===== src/rtl/rol_pkg.sv =====
// rol_pkg: shared types and constants of the recursive owner lock bank
// no dependencies; used by the decision logic, the top level, the checker and the bench

package rol_pkg;

   localparam int DEF_NUM_LOCKS = 8;
   localparam int IDX_W = 3;
   localparam int CPU_W = 4;
   localparam int CNT_W = 32;

   localparam logic [CNT_W-1:0] CNT_CLAIM = 32'h0000_0101;
   localparam logic [CNT_W-1:0] CNT_BASE  = 32'h0000_0100;
   localparam logic [7:0]       DEPTH_MAX = 8'hff;
   localparam logic [CPU_W-1:0] CPU_NONE  = 4'd0;

   typedef enum logic {
      OP_ACQUIRE = 1'b0,
      OP_RELEASE = 1'b1
   } op_type;

   typedef enum logic [2:0] {
      ST_OK        = 3'd0,
      ST_BLOCKED   = 3'd1,
      ST_NOT_OWNER = 3'd2,
      ST_MISMATCH  = 3'd3,
      ST_FLAG      = 3'd4,
      ST_OVERFLOW  = 3'd5,
      ST_DEPTH     = 3'd6
   } status_type;

   // outcome of one transaction: response fields and the state write
   typedef struct packed {
      status_type       status;
      logic             recursive;
      logic [CNT_W-1:0] counter;
      logic             hook;
      logic             wr_en;
      logic [CPU_W-1:0] new_owner;
      logic [CNT_W-1:0] new_count;
   } dec_type;

endpackage


===== src/rtl/rol_if.sv =====
// rol_req_if / rol_rsp_if: valid-ready channels of the lock bank
// request carries one lock operation, response carries its outcome

interface rol_req_if;
   logic        valid;
   logic        ready;
   logic        operation;
   logic [2:0]  lock_index;
   logic [3:0]  cpu_id;
   logic        token_recursive;
   logic [31:0] token_counter;

   modport source (output valid, operation, lock_index, cpu_id, token_recursive,
                   token_counter, input ready);
   modport sink (input valid, operation, lock_index, cpu_id, token_recursive,
                 token_counter, output ready);
endinterface

interface rol_rsp_if;
   logic        valid;
   logic        ready;
   logic [2:0]  status;
   logic        out_recursive;
   logic [31:0] out_counter;
   logic        run_unlock_hook;

   modport source (output valid, status, out_recursive, out_counter, run_unlock_hook,
                   input ready);
   modport sink (input valid, status, out_recursive, out_counter, run_unlock_hook,
                 output ready);
endinterface


===== src/rtl/recursive_owner_lock.sv =====
// recursive_owner_lock: bank of recursive owner locks with generation-counted tokens
// a request is registered in the request stage, its outcome in the response register
// throughput: one transaction per cycle unless the response stalls; the table is read
// in the request cycle, written as the result is registered, with bypass between them
// reset: synchronous; all locks read as free with counter 0x100 right after reset
// depends on rol_pkg, rol_if and rol_decide

module recursive_owner_lock
   import rol_pkg::*;
#(
   parameter int NUM_LOCKS = DEF_NUM_LOCKS
)(
   input logic         clock,
   input logic         reset,
   rol_req_if.sink     req,
   rol_rsp_if.source   rsp
);

   localparam int AW = (NUM_LOCKS > 1) ? $clog2(NUM_LOCKS) : 1;
   localparam logic [8:0] NUM_LOCKS_V = 9'(NUM_LOCKS);

   // lock table, no reset; per-entry valid bits stand in for the reset value
   logic [CPU_W-1:0] owner_mem [NUM_LOCKS];
   logic [CNT_W-1:0] count_mem [NUM_LOCKS];
   logic [NUM_LOCKS-1:0] lock_vld_ff;

   // request stage
   logic             s1_valid_ff;
   op_type           s1_op_ff;
   logic [IDX_W-1:0] s1_idx_ff;
   logic [CPU_W-1:0] s1_cpu_ff;
   logic             s1_flag_ff;
   logic [CNT_W-1:0] s1_tcnt_ff;
   logic             s1_vld_ff;
   logic [CPU_W-1:0] rd_owner_ff;
   logic [CNT_W-1:0] rd_count_ff;
   logic             s1_byp_ff;
   logic [CPU_W-1:0] s1_byp_owner_ff;
   logic [CNT_W-1:0] s1_byp_count_ff;

   // response register
   logic             rsp_valid_ff;
   status_type       rsp_status_ff;
   logic             rsp_rec_ff;
   logic [CNT_W-1:0] rsp_cnt_ff;
   logic             rsp_hook_ff;

   logic             out_free;
   logic             s1_adv;
   logic             req_fire;
   logic             wr_en;
   logic             byp_in;
   logic [AW-1:0]    req_addr;
   logic [AW-1:0]    s1_addr;
   logic             s1_in_range;
   logic [CPU_W-1:0] eff_owner;
   logic [CNT_W-1:0] eff_count;
   dec_type          dec;

   assign out_free  = !rsp_valid_ff || rsp.ready;
   assign s1_adv    = s1_valid_ff && out_free;
   assign req.ready = !s1_valid_ff || out_free;
   assign req_fire  = req.valid && req.ready;

   assign req_addr    = AW'(req.lock_index);
   assign s1_addr     = AW'(s1_idx_ff);
   assign s1_in_range = (9'(s1_idx_ff) < NUM_LOCKS_V);

   assign wr_en  = s1_adv && dec.wr_en;
   // the entry being written this edge is the one the new request reads
   assign byp_in = wr_en && (s1_idx_ff == req.lock_index);

   always_comb begin
      if (s1_byp_ff) begin
         eff_owner = s1_byp_owner_ff;
         eff_count = s1_byp_count_ff;
      end else if (s1_vld_ff) begin
         eff_owner = rd_owner_ff;
         eff_count = rd_count_ff;
      end else begin
         eff_owner = CPU_NONE;
         eff_count = CNT_BASE;
      end
   end

   rol_decide u_decide (
      .in_range        (s1_in_range),
      .op              (s1_op_ff),
      .cpu_id          (s1_cpu_ff),
      .token_recursive (s1_flag_ff),
      .token_counter   (s1_tcnt_ff),
      .cur_owner       (eff_owner),
      .cur_count       (eff_count),
      .dec             (dec)
   );

   always_ff @(posedge clock) begin
      if (wr_en) begin
         owner_mem[s1_addr] <= dec.new_owner;
         count_mem[s1_addr] <= dec.new_count;
      end
      if (req_fire) begin
         rd_owner_ff <= owner_mem[req_addr];
         rd_count_ff <= count_mem[req_addr];
      end
   end

   always_ff @(posedge clock) begin
      if (reset) begin
         lock_vld_ff <= '0;
      end else if (wr_en) begin
         lock_vld_ff[s1_addr] <= 1'b1;
      end
   end

   always_ff @(posedge clock) begin
      if (reset) begin
         s1_valid_ff <= 1'b0;
      end else if (req_fire) begin
         s1_valid_ff <= 1'b1;
      end else if (s1_adv) begin
         s1_valid_ff <= 1'b0;
      end
   end

   always_ff @(posedge clock) begin
      if (req_fire) begin
         s1_op_ff        <= op_type'(req.operation);
         s1_idx_ff       <= req.lock_index;
         s1_cpu_ff       <= req.cpu_id;
         s1_flag_ff      <= req.token_recursive;
         s1_tcnt_ff      <= req.token_counter;
         s1_vld_ff       <= lock_vld_ff[req_addr];
         s1_byp_ff       <= byp_in;
         s1_byp_owner_ff <= dec.new_owner;
         s1_byp_count_ff <= dec.new_count;
      end
   end

   always_ff @(posedge clock) begin
      if (reset) begin
         rsp_valid_ff <= 1'b0;
      end else if (s1_adv) begin
         rsp_valid_ff <= 1'b1;
      end else if (rsp.ready) begin
         rsp_valid_ff <= 1'b0;
      end
   end

   always_ff @(posedge clock) begin
      if (s1_adv) begin
         rsp_status_ff <= dec.status;
         rsp_rec_ff    <= dec.recursive;
         rsp_cnt_ff    <= dec.counter;
         rsp_hook_ff   <= dec.hook;
      end
   end

   assign rsp.valid           = rsp_valid_ff;
   assign rsp.status          = rsp_status_ff;
   assign rsp.out_recursive   = rsp_rec_ff;
   assign rsp.out_counter     = rsp_cnt_ff;
   assign rsp.run_unlock_hook = rsp_hook_ff;

endmodule


===== src/rtl/rol_decide.sv =====
// rol_decide: acquire/release decision for one lock entry
// combinational; depends on rol_pkg

module rol_decide
   import rol_pkg::*;
(
   input  logic             in_range,
   input  op_type           op,
   input  logic [CPU_W-1:0] cpu_id,
   input  logic             token_recursive,
   input  logic [CNT_W-1:0] token_counter,
   input  logic [CPU_W-1:0] cur_owner,
   input  logic [CNT_W-1:0] cur_count,
   output dec_type          dec
);

   logic [7:0]       depth;
   logic [CNT_W-1:0] tcnt_inc;
   logic             tok_nonzero;

   assign depth       = cur_count[7:0];
   assign tcnt_inc    = token_counter + CNT_W'(1);
   assign tok_nonzero = (token_counter[7:0] != 8'd0);

   always_comb begin
      dec           = '0;
      dec.status    = ST_OK;
      dec.new_owner = cur_owner;
      dec.new_count = cur_count;
      if (!in_range || cpu_id == CPU_NONE) begin
         dec.status = ST_NOT_OWNER;
      end else begin
         unique case (op)
            OP_ACQUIRE: begin
               priority if (cur_owner == cpu_id) begin
                  if (depth == DEPTH_MAX) begin
                     dec.status = ST_OVERFLOW;
                  end else if (depth == 8'd0) begin
                     dec.status = ST_DEPTH;
                  end else begin
                     // nested entry: bump depth, token carries old counter
                     dec.wr_en     = 1'b1;
                     dec.new_count = cur_count + CNT_W'(1);
                     dec.recursive = 1'b1;
                     dec.counter   = cur_count;
                  end
               end else if (cur_owner != CPU_NONE) begin
                  dec.status = ST_BLOCKED;
               end else if (depth != 8'd0) begin
                  dec.status = ST_DEPTH;
               end else begin
                  // fresh claim: next generation, depth one
                  dec.wr_en     = 1'b1;
                  dec.new_owner = cpu_id;
                  dec.new_count = cur_count + CNT_CLAIM;
                  dec.counter   = cur_count + CNT_BASE;
               end
            end
            OP_RELEASE: begin
               priority if (cur_owner != cpu_id) begin
                  dec.status = ST_NOT_OWNER;
               end else if (tcnt_inc != cur_count) begin
                  dec.status = ST_MISMATCH;
               end else if (tok_nonzero != token_recursive) begin
                  dec.status = ST_FLAG;
               end else begin
                  dec.wr_en     = 1'b1;
                  dec.new_count = token_counter;
                  if (!token_recursive) begin
                     dec.new_owner = CPU_NONE;
                     dec.hook      = 1'b1;
                  end
               end
            end
            default: dec.status = ST_NOT_OWNER;
         endcase
      end
   end

endmodule


===== src/flat_wrapper.sv =====
// flat-port wrapper written by rule: the top's interface ports become plain ports
module recursive_owner_lock_flat import rol_pkg::*;
#(
   parameter int NUM_LOCKS = DEF_NUM_LOCKS
)
  (clock, reset, req_valid, req_operation, req_lock_index, req_cpu_id, req_token_recursive, req_token_counter, req_ready, rsp_valid, rsp_status, rsp_out_recursive, rsp_out_counter, rsp_run_unlock_hook, rsp_ready);
  rol_req_if req_i ();
  rol_rsp_if rsp_i ();
  input logic clock;
  input logic reset;
  input wire logic [$bits(req_i.valid)-1:0] req_valid;
  input wire logic [$bits(req_i.operation)-1:0] req_operation;
  input wire logic [$bits(req_i.lock_index)-1:0] req_lock_index;
  input wire logic [$bits(req_i.cpu_id)-1:0] req_cpu_id;
  input wire logic [$bits(req_i.token_recursive)-1:0] req_token_recursive;
  input wire logic [$bits(req_i.token_counter)-1:0] req_token_counter;
  output wire logic [$bits(req_i.ready)-1:0] req_ready;
  output wire logic [$bits(rsp_i.valid)-1:0] rsp_valid;
  output wire logic [$bits(rsp_i.status)-1:0] rsp_status;
  output wire logic [$bits(rsp_i.out_recursive)-1:0] rsp_out_recursive;
  output wire logic [$bits(rsp_i.out_counter)-1:0] rsp_out_counter;
  output wire logic [$bits(rsp_i.run_unlock_hook)-1:0] rsp_run_unlock_hook;
  input wire logic [$bits(rsp_i.ready)-1:0] rsp_ready;
  assign req_i.valid = req_valid;
  assign req_i.operation = req_operation;
  assign req_i.lock_index = req_lock_index;
  assign req_i.cpu_id = req_cpu_id;
  assign req_i.token_recursive = req_token_recursive;
  assign req_i.token_counter = req_token_counter;
  assign req_ready = req_i.ready;
  assign rsp_valid = rsp_i.valid;
  assign rsp_status = rsp_i.status;
  assign rsp_out_recursive = rsp_i.out_recursive;
  assign rsp_out_counter = rsp_i.out_counter;
  assign rsp_run_unlock_hook = rsp_i.run_unlock_hook;
  assign rsp_i.ready = rsp_ready;
  recursive_owner_lock #(.NUM_LOCKS(NUM_LOCKS)) u_core (.clock(clock), .reset(reset), .req(req_i), .rsp(rsp_i));
endmodule

===== config.mk =====
export PLATFORM = sky130hd
export DESIGN_NAME = recursive_owner_lock_flat
export DESIGN_NICKNAME = d
export VERILOG_FILES = /design/src/rtl/rol_pkg.sv /design/src/rtl/rol_if.sv /design/src/rtl/recursive_owner_lock.sv /design/src/rtl/rol_decide.sv /design/src/flat_wrapper.sv
export SDC_FILE = /design/constraint.sdc
export NUM_CORES = 1
export LEC_CHECK = 0
export BUFFER_PORTS_ARGS = -buffer_cell sky130_fd_sc_hd__buf_4
export CAP_MARGIN = 5
export CELL_PAD_IN_SITES_DETAIL_PLACEMENT = 1
export CELL_PAD_IN_SITES_GLOBAL_PLACEMENT = 1
export CORE_MARGIN = 2
export CORE_UTILIZATION = 35
export DETAILED_ROUTE_END_ITERATION = 8
export PLACE_DENSITY = 0.61
export SLEW_MARGIN = 20
export SYNTH_ARGS = -nofsm -noshare
export SYNTH_HDL_FRONTEND = slang
export SYNTH_HIERARCHICAL = 1
export SYNTH_SLANG_ARGS = --single-unit

===== constraint.sdc =====
create_clock -name clock -period 18.09 [get_ports clock]
set_clock_uncertainty 0.05 [all_clocks]
set_input_delay 2.7135 -clock clock [delete_from_list [all_inputs] [get_ports clock]]
set_output_delay 2.7135 -clock clock [all_outputs]
set_load 0.01 [all_outputs]

==> flow_metrics.env, run 1 <==
export IMPL_run_status="finished, final reports clean"
export IMPL_layout_filler_cell_count=5833
export IMPL_pwr_density_cell_nw_per_um2=101
export IMPL_port_buffer_count=83
export IMPL_number_of_global_route_vias_before_repair=13317
export IMPL_count_of_placed_standard_cells_including_taps=2133
export IMPL_setup_violations=0
export IMPL_multi_input_comb_area_um2=6550
export IMPL_antenna_cells=0
export IMPL_largest_net_degree_at_the_start_of_global_routing=66
export IMPL_end_kind="primary output"
export IMPL_detailroute_wirelength_met2_um=29100
export IMPL_drive_above_1_share_pct=22.6
export IMPL_tns_ns=0
export IMPL_finalMaxSlewViolations=0
export IMPL_p_sw_share_pct=23.6
export IMPL_numClockSinks=450
export IMPL_critPathBufInv=2
export IMPL_power_switching_uw=559
export IMPL_drc=0
export IMPL_via_count_of_the_routed_design=12903
export IMPL_globalRouteTotalUtil_pct=20.2
export IMPL_sequential_standard_cell_area_um2=13400
export IMPL_cts_clk_slew_worst_paths_ns=0.05
export IMPL_floorplan_rows=88
export IMPL_setup_worst_path_start_class="input pin"
export IMPL_yosysSeqAreaShare_pct=65.6
export IMPL_detailedPlace_worstSlack_ns=11.84
export IMPL_antenna_found_initial=0
export IMPL_ioPinCount=84
export IMPL_nNetsFinal=1473
export IMPL_syn_to_final_growth_pct=14.6
export IMPL_crit_path_cell_trace="buf_4, nand2b_1, or2_2, buf_4"
export IMPL_max_slew_margin_rel_pct=27.0
export IMPL_timing_worst_slew_pin_value_ns=1.08
export IMPL_worst_endpoint_required_ns=15.33
export IMPL_start_util_pct=35.4
export IMPL_synth_largest_area_cell="sky130_fd_sc_hd__edfxtp_1"
export IMPL_timing_final_crit_share_pct=34.5
export IMPL_power_combinational_fraction_pct=8.1
export IMPL_cp_common_cell="sky130_fd_sc_hd__buf_4"
export IMPL_synthDominantCellAreaShare_pct=64.6
export IMPL_fin_total_pwr_uw=2370
export IMPL_gp_routability_congestion=0.832
export IMPL_grt_setup_unrepaired="no"
export IMPL_hold_bufs_at_cts=0
export IMPL_die_width_um=246
export IMPL_drt_pass1_iter_count=5
export IMPL_netlist_area_um2=20400
export IMPL_fp_dieH_um=246
export IMPL_core_area_um2=57700
export IMPL_clock_fmax_mhz=160
export IMPL_max_vdd_ir_drop_uv=70.7
export IMPL_post_layout_nonfiller_instances=2220
export IMPL_cts_post_setup_buffers_inserted=0
export IMPL_crit_slowest_cell="sky130_fd_sc_hd__or2_2"
export IMPL_avgSynthCellArea_um2=15.1
export IMPL_drt_total_wl_um=60400
export IMPL_met3_length_um=2820
export IMPL_clock_path_buffers=3
export IMPL_grt_overflow_total=0
export IMPL_dieArea_um2=60300
export IMPL_cell_internal_pwr_uw=1810
export IMPL_cts_htree_levels=2
export IMPL_ant_nets=0
export IMPL_synth_flop_cell="sky130_fd_sc_hd__edfxtp_1"
export IMPL_vias_per_cell=5.81
export IMPL_final_worst_slack_ns=11.85
export IMPL_crit_fanout=5
export IMPL_timing_hold_worst_class="register to register"
export IMPL_synth_top_cells_by_area="sky130_fd_sc_hd__edfxtp_1 (65%), sky130_fd_sc_hd__mux4_2 (7.9%), sky130_fd_sc_hd__mux2_2 (2.1%)"
export IMPL_grt_pass1_wl_um=90000
export IMPL_timing_setup_critical_path_class="input pin to primary output"
export IMPL_asyncSetResetFlopFracSynth_pct=0
export IMPL_cell_family_with_most_cp_delay="simple AND/OR/NAND/NOR gates"
export IMPL_drtIter0Drc=1061
export IMPL_finalWorstPathRequiredPeriod_ns=6.24
export IMPL_synth_ff_latch_count=450
export IMPL_post_synth_num_cell_types=80
export IMPL_tritoncts="yes"
export IMPL_synth_cells=1350
export IMPL_final_hold_viol_count=0
export IMPL_synth_edff_count=440
export IMPL_clock_share_of_power_pct=41.3
export IMPL_cp_arrival_ns=3.48
export IMPL_dp_final_hpwl_um=39100
export IMPL_postCtsResizedCells=0
export IMPL_cts_buffers=48
export IMPL_wire_per_inst_um=27.2
export IMPL_timing_max_cap_violations=0
export IMPL_critical_path_max_stage_delay_ns=0.32
export IMPL_p_seq_share_pct=50.6
export IMPL_power_static_leakage_uw=0.00770
export IMPL_met1_layer_wirelength_in_the_final_routing_um=27300
export IMPL_clock_latency_ns=0.59
export IMPL_fin_util_pct=40.6
export IMPL_cts_root_buffer="sky130_fd_sc_hd__clkbuf_16"
export IMPL_number_of_warning_messages_in_the_yosys_log=6
export IMPL_highest_layer="met4"
## area by class of cell
| class | instances | area share (%) |
|---|---|---|
| clock buffer | 56 | 5.26 |
| sequential | 450 | 57.3 |
| timing repair buffer | 111 | 3.56 |
| clock inverter | 31 | 1.40 |
| inverter | 30 | 0.481 |
| tap | 765 | 4.09 |
| multi-input combinational | 777 | 28.0 |
## routing by layer
layer  track usage [%]  vias to the layer above
met4              5.17                        0
met1              28.4                     6821
met5                 0                        -
met2              33.0                      405
met3              2.63                       74
li1                  -                     5603
## sequential cells by signal, indices dropped and copies added (netlist names), 3 cells and up
register / cells
u_core/rsp.out_counter: 32
u_core/s1_cpu_ff: 4
u_core/s1_tcnt_ff: 32
u_core/rd_owner_ff: 4
u_core/s1_byp_owner_ff: 4
u_core/rsp.status: 3
u_core/owner_mem: 32
u_core/s1_byp_count_ff: 32
u_core/lock_vld_ff: 8
u_core/count_mem: 256
u_core/rd_count_ff: 32
u_core/s1_addr: 3
## cell usage after synthesis (4+ instances only)
cell	n
sky130_fd_sc_hd__a211oi_1	5
sky130_fd_sc_hd__a21o_1	4
sky130_fd_sc_hd__a21oi_1	50
sky130_fd_sc_hd__a221o_1	17
sky130_fd_sc_hd__a22o_1	37
sky130_fd_sc_hd__a31oi_1	16
sky130_fd_sc_hd__a41oi_1	4
sky130_fd_sc_hd__and2_1	15
sky130_fd_sc_hd__and3_1	29
sky130_fd_sc_hd__and4_1	12
sky130_fd_sc_hd__buf_1	4
sky130_fd_sc_hd__buf_2	13
sky130_fd_sc_hd__buf_6	10
sky130_fd_sc_hd__clkbuf_1	64
sky130_fd_sc_hd__dfxtp_1	10
sky130_fd_sc_hd__edfxtp_1	440
sky130_fd_sc_hd__ha_1	10
sky130_fd_sc_hd__inv_1	30
sky130_fd_sc_hd__mux2_2	38
sky130_fd_sc_hd__mux2i_1	12
sky130_fd_sc_hd__mux4_2	72
sky130_fd_sc_hd__nand2_1	52
sky130_fd_sc_hd__nand2b_1	9
sky130_fd_sc_hd__nand3_1	39
sky130_fd_sc_hd__nand4_1	25
sky130_fd_sc_hd__nor2_1	56
sky130_fd_sc_hd__nor2b_1	6
sky130_fd_sc_hd__nor3_1	32
sky130_fd_sc_hd__nor3b_1	4
sky130_fd_sc_hd__nor4_1	15
sky130_fd_sc_hd__nor4_2	5
sky130_fd_sc_hd__o211ai_1	10
sky130_fd_sc_hd__o21ai_0	59
sky130_fd_sc_hd__o22a_1	4
sky130_fd_sc_hd__o22ai_1	7
sky130_fd_sc_hd__o31ai_1	11
sky130_fd_sc_hd__o32ai_1	4
sky130_fd_sc_hd__o41ai_1	5
sky130_fd_sc_hd__or2_2	7
sky130_fd_sc_hd__or4_1	7
sky130_fd_sc_hd__xnor2_1	21
sky130_fd_sc_hd__xor2_1	22
## cells in the final DEF (no fill, tap or decap), types with 25 or more instances in the layout
| cell type | netlist | routed |
|---|---|---|
| sky130_fd_sc_hd__edfxtp_1 | 440 | 440 |
| sky130_fd_sc_hd__buf_4 | 0 | 111 |
| sky130_fd_sc_hd__mux4_2 | 72 | 72 |
| sky130_fd_sc_hd__o21ai_0 | 59 | 57 |
| sky130_fd_sc_hd__nor2_1 | 56 | 53 |
| sky130_fd_sc_hd__nand2_1 | 52 | 52 |
| sky130_fd_sc_hd__a21oi_1 | 50 | 50 |
| sky130_fd_sc_hd__clkbuf_16 | 0 | 48 |
| sky130_fd_sc_hd__nand3_1 | 39 | 39 |
| sky130_fd_sc_hd__mux2_2 | 38 | 38 |
| sky130_fd_sc_hd__a22o_1 | 37 | 37 |
| sky130_fd_sc_hd__inv_1 | 30 | 30 |
| sky130_fd_sc_hd__and3_1 | 29 | 29 |
| sky130_fd_sc_hd__nor3_1 | 32 | 27 |
| sky130_fd_sc_hd__nand4_1 | 25 | 25 |
## path summary, 6_finish.rpt
check,cells past startpoint,from,end,slack [ns]
setup / recovery,4,rsp_ready,req_ready,11.85
hold / removal,2,u_core/lock_vld_ff[6]$_SDFFE_PP0P_,u_core/lock_vld_ff[6]$_SDFFE_PP0P_,0.41
setup reg to reg,15,u_core/s1_byp_ff$_DFFE_PP_,u_core/count_mem[7][2]$_DFFE_PP_,11.88
hold reg to reg,2,u_core/lock_vld_ff[6]$_SDFFE_PP0P_,u_core/lock_vld_ff[6]$_SDFFE_PP0P_,0.41
## power groups by stage
stage / Sequential [uW] / Combinational, uW / Clock (uW)
after floorplan: 1210 / 125 / 0
after global placement: 1220 / 189 / 0
after detailed placement: 1220 / 194 / 0
after CTS: 1200 / 194 / 1000
after global routing: 1200 / 209 / 1040
final: 1200 / 193 / 980
## per-stage QoR
step,hold WS (ns),area [um^2]
2_1_floorplan,0.373,20400
3_3_place_gp,0.395,21900
3_5_place_dp,0.400,21900
4_1_cts,0.408,23400
5_1_grt,0.424,23400
6_report,0.407,23400
## worst register-to-register path: stages (launching register included)
cell	delay [ns]
sky130_fd_sc_hd__edfxtp_1	0.35
sky130_fd_sc_hd__buf_4	0.31
sky130_fd_sc_hd__nor2b_4	0.18
sky130_fd_sc_hd__buf_4	0.44
sky130_fd_sc_hd__a22o_1	0.39
sky130_fd_sc_hd__xnor2_1	0.20
sky130_fd_sc_hd__or4_1	0.53
sky130_fd_sc_hd__a21oi_1	0.21
sky130_fd_sc_hd__o311ai_1	0.21
sky130_fd_sc_hd__nor3_1	0.25
sky130_fd_sc_hd__nor4b_4	0.50
sky130_fd_sc_hd__nand3_1	0.45
sky130_fd_sc_hd__nand2_1	0.38
sky130_fd_sc_hd__nand4_1	0.53
sky130_fd_sc_hd__nor2_4	0.22
sky130_fd_sc_hd__buf_4	0.61
## cells by family (layout without fill, tap and decap cells)
logic type      Yosys count  in the layout  share of synthesized area [%]
buf+inv                 124            228                           2.74
flops                   450            450                           65.6
simple gates            327            327                           8.93
mux                     124            124                           10.9
compound gates          271            271                           9.37
xor+xnor                 43             43                           1.84
other cells               1              2                         0.0183
fa+ha+maj                10             10                          0.612
(Power assumes the default switching activity.)
==> inputs of run 2 (changes only) <==
--- a/config.mk
+++ b/config.mk
@@ -12,7 +12,7 @@
 export CORE_MARGIN = 2
 export CORE_UTILIZATION = 35
 export DETAILED_ROUTE_END_ITERATION = 8
-export PLACE_DENSITY = 0.61
+export PLACE_DENSITY = 0.63
 export SLEW_MARGIN = 20
 export SYNTH_ARGS = -nofsm -noshare
 export SYNTH_HDL_FRONTEND = slang
==> constraint.sdc (replaced) <==
create_clock -name clock -period 5.4 [get_ports clock]
set_clock_uncertainty 0.05 [all_clocks]
set_input_delay 0.81 -clock clock [delete_from_list [all_inputs] [get_ports clock]]
set_output_delay 0.81 -clock clock [all_outputs]
set_load 0.01 [all_outputs]
==> run 2 against run 1 <==
  * Setup slack got worse by 12 ns
  * Largest cell class unchanged
  * Power rose to 3.4 times the previous value
  * Sequential cell count did not move
  * Routed wire length rose by 1.7%
  * Hold slack got worse by 0.063 ns
  * First-iteration DRC count rose by 0.47%
  * Highest routed layer unchanged
  * Largest power group unchanged
  * Count of clock-buffer cells in the layout rose by 2
  * Non-clock buffer count rose by 39
  * Sequential share of layout area fell by 0.94 points
  * Critical path depth rose by 9
==> flow_metrics.env, run 2 (synthesis results as in run 1) <==
export IMPL_run_status="finished, final reports clean"
export IMPL_timing_worst_slew_pin_value_ns=1.09
export IMPL_drc=0
export IMPL_globalRouteTotalUtil_pct=20.6
export IMPL_finalWorstPathRequiredPeriod_ns=5.11
export IMPL_worst_r2r_cell_count=13
export IMPL_timing_max_cap_violations=0
export IMPL_gp_routability_congestion=0.901
export IMPL_finalMaxSlewViolations=0
export IMPL_setup_worst_path_start_class="register"
export IMPL_nNetsFinal=1512
export IMPL_worst_endpoint_required_ns=5.62
export IMPL_timing_setup_critical_path_class="register to register"
export IMPL_final_hold_viol_count=0
export IMPL_drive_above_1_share_pct=24.4
export IMPL_cts_buffers=48
export IMPL_port_buffer_count=83
export IMPL_cts_htree_levels=2
export IMPL_core_area_um2=57700
export IMPL_hold_slack_ns=0.344
export IMPL_worstSetupStartpoint="u_core/s1_tcnt_ff[1]$_DFFE_PP_"
export IMPL_drt_pass1_iter_count=5
export IMPL_antenna_found_initial=0
export IMPL_die_width_um=246
export IMPL_grt_setup_unrepaired="no"
export IMPL_power_static_leakage_uw=0.00792
export IMPL_final_cell_mix="sky130_fd_sc_hd__edfxtp_1 (440), sky130_fd_sc_hd__buf_4 (141), sky130_fd_sc_hd__mux4_2 (72)"
export IMPL_clock_path_buffers=3
export IMPL_max_vdd_ir_drop_uv=232
export IMPL_numClockSinks=450
export IMPL_clock_fmax_mhz=196
export IMPL_detailedPlace_worstSlack_ns=0.0921
export IMPL_floorplan_rows=88
export IMPL_final_worst_slack_ns=0.289
export IMPL_end_kind="register"
export IMPL_via_count_of_the_routed_design=12811
export IMPL_number_of_global_route_vias_before_repair=13248
export IMPL_timing_final_crit_share_pct=94.6
export IMPL_p_sw_share_pct=23.7
export IMPL_endpoint="u_core/count_mem[7][3]$_DFFE_PP_"
export IMPL_syn_to_final_growth_pct=16.5
export IMPL_ioPinCount=84
export IMPL_grt_pass1_wl_um=91300
export IMPL_crit_fanout=25
export IMPL_timing_hold_worst_class="input pin to register"
export IMPL_final_common_cell="sky130_fd_sc_hd__edfxtp_1"
export IMPL_cts_root_buffer="sky130_fd_sc_hd__clkbuf_16"
export IMPL_cp_arrival_ns=5.33
export IMPL_power_switching_uw=1900
export IMPL_largest_register_ff_count=256
export IMPL_p_seq_share_pct=50.1
export IMPL_clock_share_of_power_pct=41.3
export IMPL_cts_clk_slew_worst_paths_ns=0.06
export IMPL_grt_overflow_total=0
export IMPL_reg2reg_slack_ns=0.29
export IMPL_tritoncts="yes"
export IMPL_hold_bufs_at_cts=0
export IMPL_wire_per_inst_um=27.2
export IMPL_clock_latency_ns=0.59
export IMPL_top_register="u_core/count_mem"
export IMPL_dp_final_hpwl_um=42600
export IMPL_tns_ns=0
export IMPL_ant_nets=0
export IMPL_fp_dieH_um=246
export IMPL_vias_per_cell=5.67
export IMPL_critical_path_reg2reg_endpoint="u_core/count_mem[7][3]$_DFFE_PP_"
export IMPL_regToRegStartpoint="u_core/s1_tcnt_ff[1]$_DFFE_PP_"
export IMPL_pwr_density_cell_nw_per_um2=337
export IMPL_setup_violations=0
export IMPL_drtIter0Drc=1066
export IMPL_start_util_pct=35.4
export IMPL_dieArea_um2=60300
export IMPL_max_slew_margin_rel_pct=25.6
export IMPL_antenna_cells=0
export IMPL_power_combinational_fraction_pct=8.6
export IMPL_cell_internal_pwr_uw=6130
export IMPL_drt_total_wl_um=61400
export IMPL_largest_net_degree_at_the_start_of_global_routing=77
run 2: cell count changes in the layout (fill, tap and decap cells not counted), sizes merged:
cell and change:
clkinv -2, buf +39, clkbuf +2
run 2: area by class of cell:
class                   instances  area (um^2)
inverters                      30          113
flip-flops and latches        450        13400
fillers                      5815        33900
clock inverters                29          304
repair buffers                150         1190
multi-input cells             777         6570
well taps                     765          957
clock buffers                  58         1260
run 2: how the worst min path moves through the flow:
stage / from / endpoint / slack [ns] / cells past startpoint
floorplan: u_core/lock_vld_ff[1]$_SDFFE_PP0P_ / u_core/lock_vld_ff[1]$_SDFFE_PP0P_ / 0.37 / 2
global placement: u_core/lock_vld_ff[1]$_SDFFE_PP0P_ / u_core/lock_vld_ff[1]$_SDFFE_PP0P_ / 0.39 / 2
detailed placement: u_core/lock_vld_ff[2]$_SDFFE_PP0P_ / u_core/lock_vld_ff[2]$_SDFFE_PP0P_ / 0.41 / 2
CTS: req_cpu_id[0] / u_core/s1_cpu_ff[0]$_DFFE_PP_ / 0.31 / 1
global route: req_cpu_id[0] / u_core/s1_cpu_ff[0]$_DFFE_PP_ / 0.32 / 1
finish: req_cpu_id[0] / u_core/s1_cpu_ff[0]$_DFFE_PP_ / 0.34 / 1
run 2: worst max-delay path: stages, from the launching register on:
cell                       delay [ns]
sky130_fd_sc_hd__edfxtp_1        0.47
sky130_fd_sc_hd__ha_1            0.35
sky130_fd_sc_hd__nand3_1         0.23
sky130_fd_sc_hd__or4_1           0.73
sky130_fd_sc_hd__nor4_1          0.41
sky130_fd_sc_hd__mux2i_1         0.27
sky130_fd_sc_hd__nor4_1          0.23
sky130_fd_sc_hd__and4_1          0.45
sky130_fd_sc_hd__nand3_2         0.29
sky130_fd_sc_hd__nand2_1         0.27
sky130_fd_sc_hd__nand4_1         0.12
sky130_fd_sc_hd__buf_4           0.22
sky130_fd_sc_hd__nor2_4          0.41
sky130_fd_sc_hd__buf_12          0.27
run 2: repair_timing:
item | CTS | global route
gates resized for setup | 0 | 5
endpoints found under the setup margin | 0 | 208
buffers inserted | 0 | 0
run 2: power by group through the flow:
stage          Sequential (uW)  Combinational (uW)  Clock, uW
3_3_place_gp              4100                 679          0
2_1_floorplan             4070                 419          0
3_5_place_dp              4090                 693          0
5_1_grt                   4030                 744       3510
4_1_cts                   4020                 695       3390
6_report                  4020                 691       3310
run 2: per-stage QoR:
stage                     instance area (um^2)  std cells  power (uW)  utilization [%]
after floorplan                          20500       1351        4480                -
after global placement                   22200       2172        4770             38.5
after detailed placement                 22200       2172        4790             38.5
after CTS                                23800       2259        8110             41.2
after global routing                     23800       2259        8290             41.3
final                                    23800       2259        8030             41.3
run 2: layer usage:
layer / GRT usage [%] / wire (um) / up-vias / share of wire (%)
li1: - / - / 5660 / -
met1: 27.5 / 25600 / 6658 / 42
met2: 34.5 / 30700 / 409 / 50
met3: 3.36 / 3610 / 84 / 5.9
met4: 5.85 / 1450 / 0 / 2.4
met5: 0 / 0 / - / 0
==> inputs of run 3 (changes only) <==
--- a/config.mk
+++ b/config.mk
@@ -11,6 +11,7 @@
 export CELL_PAD_IN_SITES_GLOBAL_PLACEMENT = 1
 export CORE_MARGIN = 2
 export CORE_UTILIZATION = 35
+export CTS_BUF_LIST = sky130_fd_sc_hd__clkbuf_4 sky130_fd_sc_hd__clkbuf_8
 export DETAILED_ROUTE_END_ITERATION = 8
 export PLACE_DENSITY = 0.63
 export SLEW_MARGIN = 20
==> run 3 against run 2 <==
  * Critical path depth fell by 1
  * Critical path type unchanged
  * Final cell count rose by 2.3%
  * Die area did not move
  * Sequential power barely moved
  * Via count rose by 2.0%
  * Clock power fell by 6.0%
==> flow_metrics.env, run 3 (synthesis results as in run 1) <==
export IMPL_min_from="req_token_counter[14]"
export IMPL_multi_input_comb_area_um2=6570
export IMPL_sequential_standard_cell_area_um2=13400
export IMPL_clock_share_of_power_pct=39.7
export IMPL_timing_setup_critical_path_class="register to register"
export IMPL_grt_use_met2_pct=34.6
export IMPL_timing_hold_worst_class="input pin to register"
export IMPL_power_static_leakage_uw=0.00798
export IMPL_setup_worst_path_start_class="register"
export IMPL_antenna_cells=0
export IMPL_setup_violations=0
export IMPL_hold_slack_ns=0.282
export IMPL_number_of_global_route_vias_before_repair=13575
export IMPL_timing_worst_slew_pin_value_ns=1.08
export IMPL_p_sw_share_pct=24.5
export IMPL_layout_cell_area_non_filler_um2=23800
export IMPL_vias_per_cell=5.66
export IMPL_cts_buffers=76
export IMPL_grt_util_met3_pct=4.35
export IMPL_end_kind="register"
export IMPL_max_slew_margin_rel_pct=27.6
export IMPL_start_util_pct=35.4
export IMPL_ant_nets=0
export IMPL_final_hold_viol_count=0
export IMPL_wire_per_inst_um=26.8
export IMPL_top_register="u_core/count_mem"
export IMPL_crit_path_cell_trace="ha_1, nand3_1, or4_1, nor4_1, mux2i_1, nor4_1, and4_1, nand3_1, nand2_1, nand3_2, nor3_2, buf_6"
export IMPL_crit_slowest_cell="sky130_fd_sc_hd__or4_1"
export IMPL_cell_internal_pwr_uw=5910
export IMPL_number_of_cells_on_the_worst_hold_path=1
export IMPL_fp_dieH_um=246
export IMPL_hold_path_end="u_core/s1_tcnt_ff[14]$_DFFE_PP_"
export IMPL_finalMaxSlewViolations=0
export IMPL_timing_final_crit_share_pct=96.9
export IMPL_drive_above_1_share_pct=27.1
export IMPL_final_common_cell="sky130_fd_sc_hd__edfxtp_1"
export IMPL_pwr_density_cell_nw_per_um2=329
export IMPL_worst_endpoint_required_ns=5.64
export IMPL_critical_path_max_stage_delay_ns=0.72
export IMPL_reg2reg_slack_ns=0.16
export IMPL_critical_path_reg2reg_endpoint="u_core/count_mem[2][4]$_DFFE_PP_"
export IMPL_grt_pass1_wl_um=92200
export IMPL_clock_latency_ns=0.65
export IMPL_power_switching_uw=1920
export IMPL_run_status="finished, final reports clean"
export IMPL_clock_path_buffers=3
export IMPL_gp_routability_congestion=0.901
export IMPL_worst_r2r_cell_count=12
export IMPL_clock_fmax_mhz=191
export IMPL_drc=0
export IMPL_ioPinCount=84
export IMPL_grt_overflow_total=0
export IMPL_nNetsFinal=1543
export IMPL_p_seq_share_pct=51.4
export IMPL_regToRegStartpoint="u_core/s1_tcnt_ff[1]$_DFFE_PP_"
export IMPL_core_area_um2=57700
export IMPL_largest_net_degree_at_the_start_of_global_routing=77
export IMPL_power_combinational_fraction_pct=8.9
export IMPL_syn_to_final_growth_pct=16.4
export IMPL_floorplan_rows=88
export IMPL_numClockSinks=450
export IMPL_layout_filler_cell_count=5884
export IMPL_globalRouteTotalUtil_pct=20.9
export IMPL_hold_bufs_at_cts=0
export IMPL_antenna_found_initial=0
export IMPL_finalWorstPathRequiredPeriod_ns=5.24
export IMPL_cell_family_with_most_cp_delay="simple AND/OR/NAND/NOR gates"
export IMPL_dieArea_um2=60300
export IMPL_grt_busiest_layer="met2"
export IMPL_timing_max_cap_violations=0
export IMPL_crit_fanout=36
export IMPL_die_width_um=246
export IMPL_global_route_usage_met1_pct=27.7
export IMPL_cts_clk_slew_worst_paths_ns=0.07
export IMPL_dp_final_hpwl_um=42600
export IMPL_final_cell_mix="sky130_fd_sc_hd__edfxtp_1 (440), sky130_fd_sc_hd__buf_4 (143), sky130_fd_sc_hd__clkbuf_8 (80)"
export IMPL_max_vdd_ir_drop_uv=226
export IMPL_via_count_of_the_routed_design=13072
export IMPL_critPathBufInv=1
export IMPL_port_buffer_count=83
export IMPL_cts_htree_levels=3
export IMPL_largest_register_ff_count=256
export IMPL_drtIter0Drc=1250
export IMPL_tritoncts="yes"
export IMPL_drt_total_wl_um=62000
export IMPL_cp_arrival_ns=5.47
export IMPL_placed_area_um2=22200
export IMPL_drt_pass1_iter_count=5
export IMPL_cts_root_buffer="sky130_fd_sc_hd__clkbuf_8"
==> run 3: how the worst max path moves through the flow <==
stage	endpoint	depth (start not counted)	start	slack [ns]
floorplan	u_core/count_mem[4][0]$_DFFE_PP_	16	u_core/s1_byp_ff$_DFFE_PP_	-0.83
global placement	u_core/count_mem[2][3]$_DFFE_PP_	12	u_core/s1_tcnt_ff[0]$_DFFE_PP_	0.13
detailed placement	u_core/count_mem[2][3]$_DFFE_PP_	12	u_core/s1_tcnt_ff[1]$_DFFE_PP_	0.09
CTS	u_core/count_mem[2][13]$_DFFE_PP_	12	u_core/s1_tcnt_ff[1]$_DFFE_PP_	0.005
global route	u_core/count_mem[2][4]$_DFFE_PP_	12	u_core/s1_tcnt_ff[1]$_DFFE_PP_	-0.007
finish	u_core/count_mem[2][4]$_DFFE_PP_	12	u_core/s1_tcnt_ff[1]$_DFFE_PP_	0.16
==> run 3: cell type report <==
cell class	instances	area share (%)
flip-flops and latches	450	56.4
multi-input cells	777	27.6
clock buffers	98	5.19
repair buffers	153	5.13
well taps	765	4.02
clock inverters	37	1.24
inverters	30	0.473
==> run 3: metal layers <==
layer,vias up,share of wire (%)
li1,5732,-
met1,6772,42
met2,475,50
met3,93,6.4
met4,0,2.4
met5,-,0
==> run 3: stage by stage <==
step	std cells	power [uW]	worst slack (ns)	TNS, ns	util [%]
global route	2310	8110	-0.00689	-0.0209	41.3
global placement	2172	4770	0.133	0	38.5
finish	2310	7830	0.165	0	41.3
detailed placement	2172	4790	0.0921	0	38.5
floorplan	1351	4480	-0.831	-98.55	-
CTS	2307	7930	0.00471	0	41.2
==> run 3: power by group through the flow <==
stage	Sequential [uW]	Clock [uW]	Combinational [uW]
floorplan	4070	0	419
global placement	4100	0	679
detailed placement	4090	0	693
CTS	4020	3210	695
global route	4030	3340	745
finish	4020	3110	695
==> run 3: what timing repair did <==
action,CTS,global route
buffers inserted,0,3
resized for setup,0,5
endpoints found under the setup margin,0,207
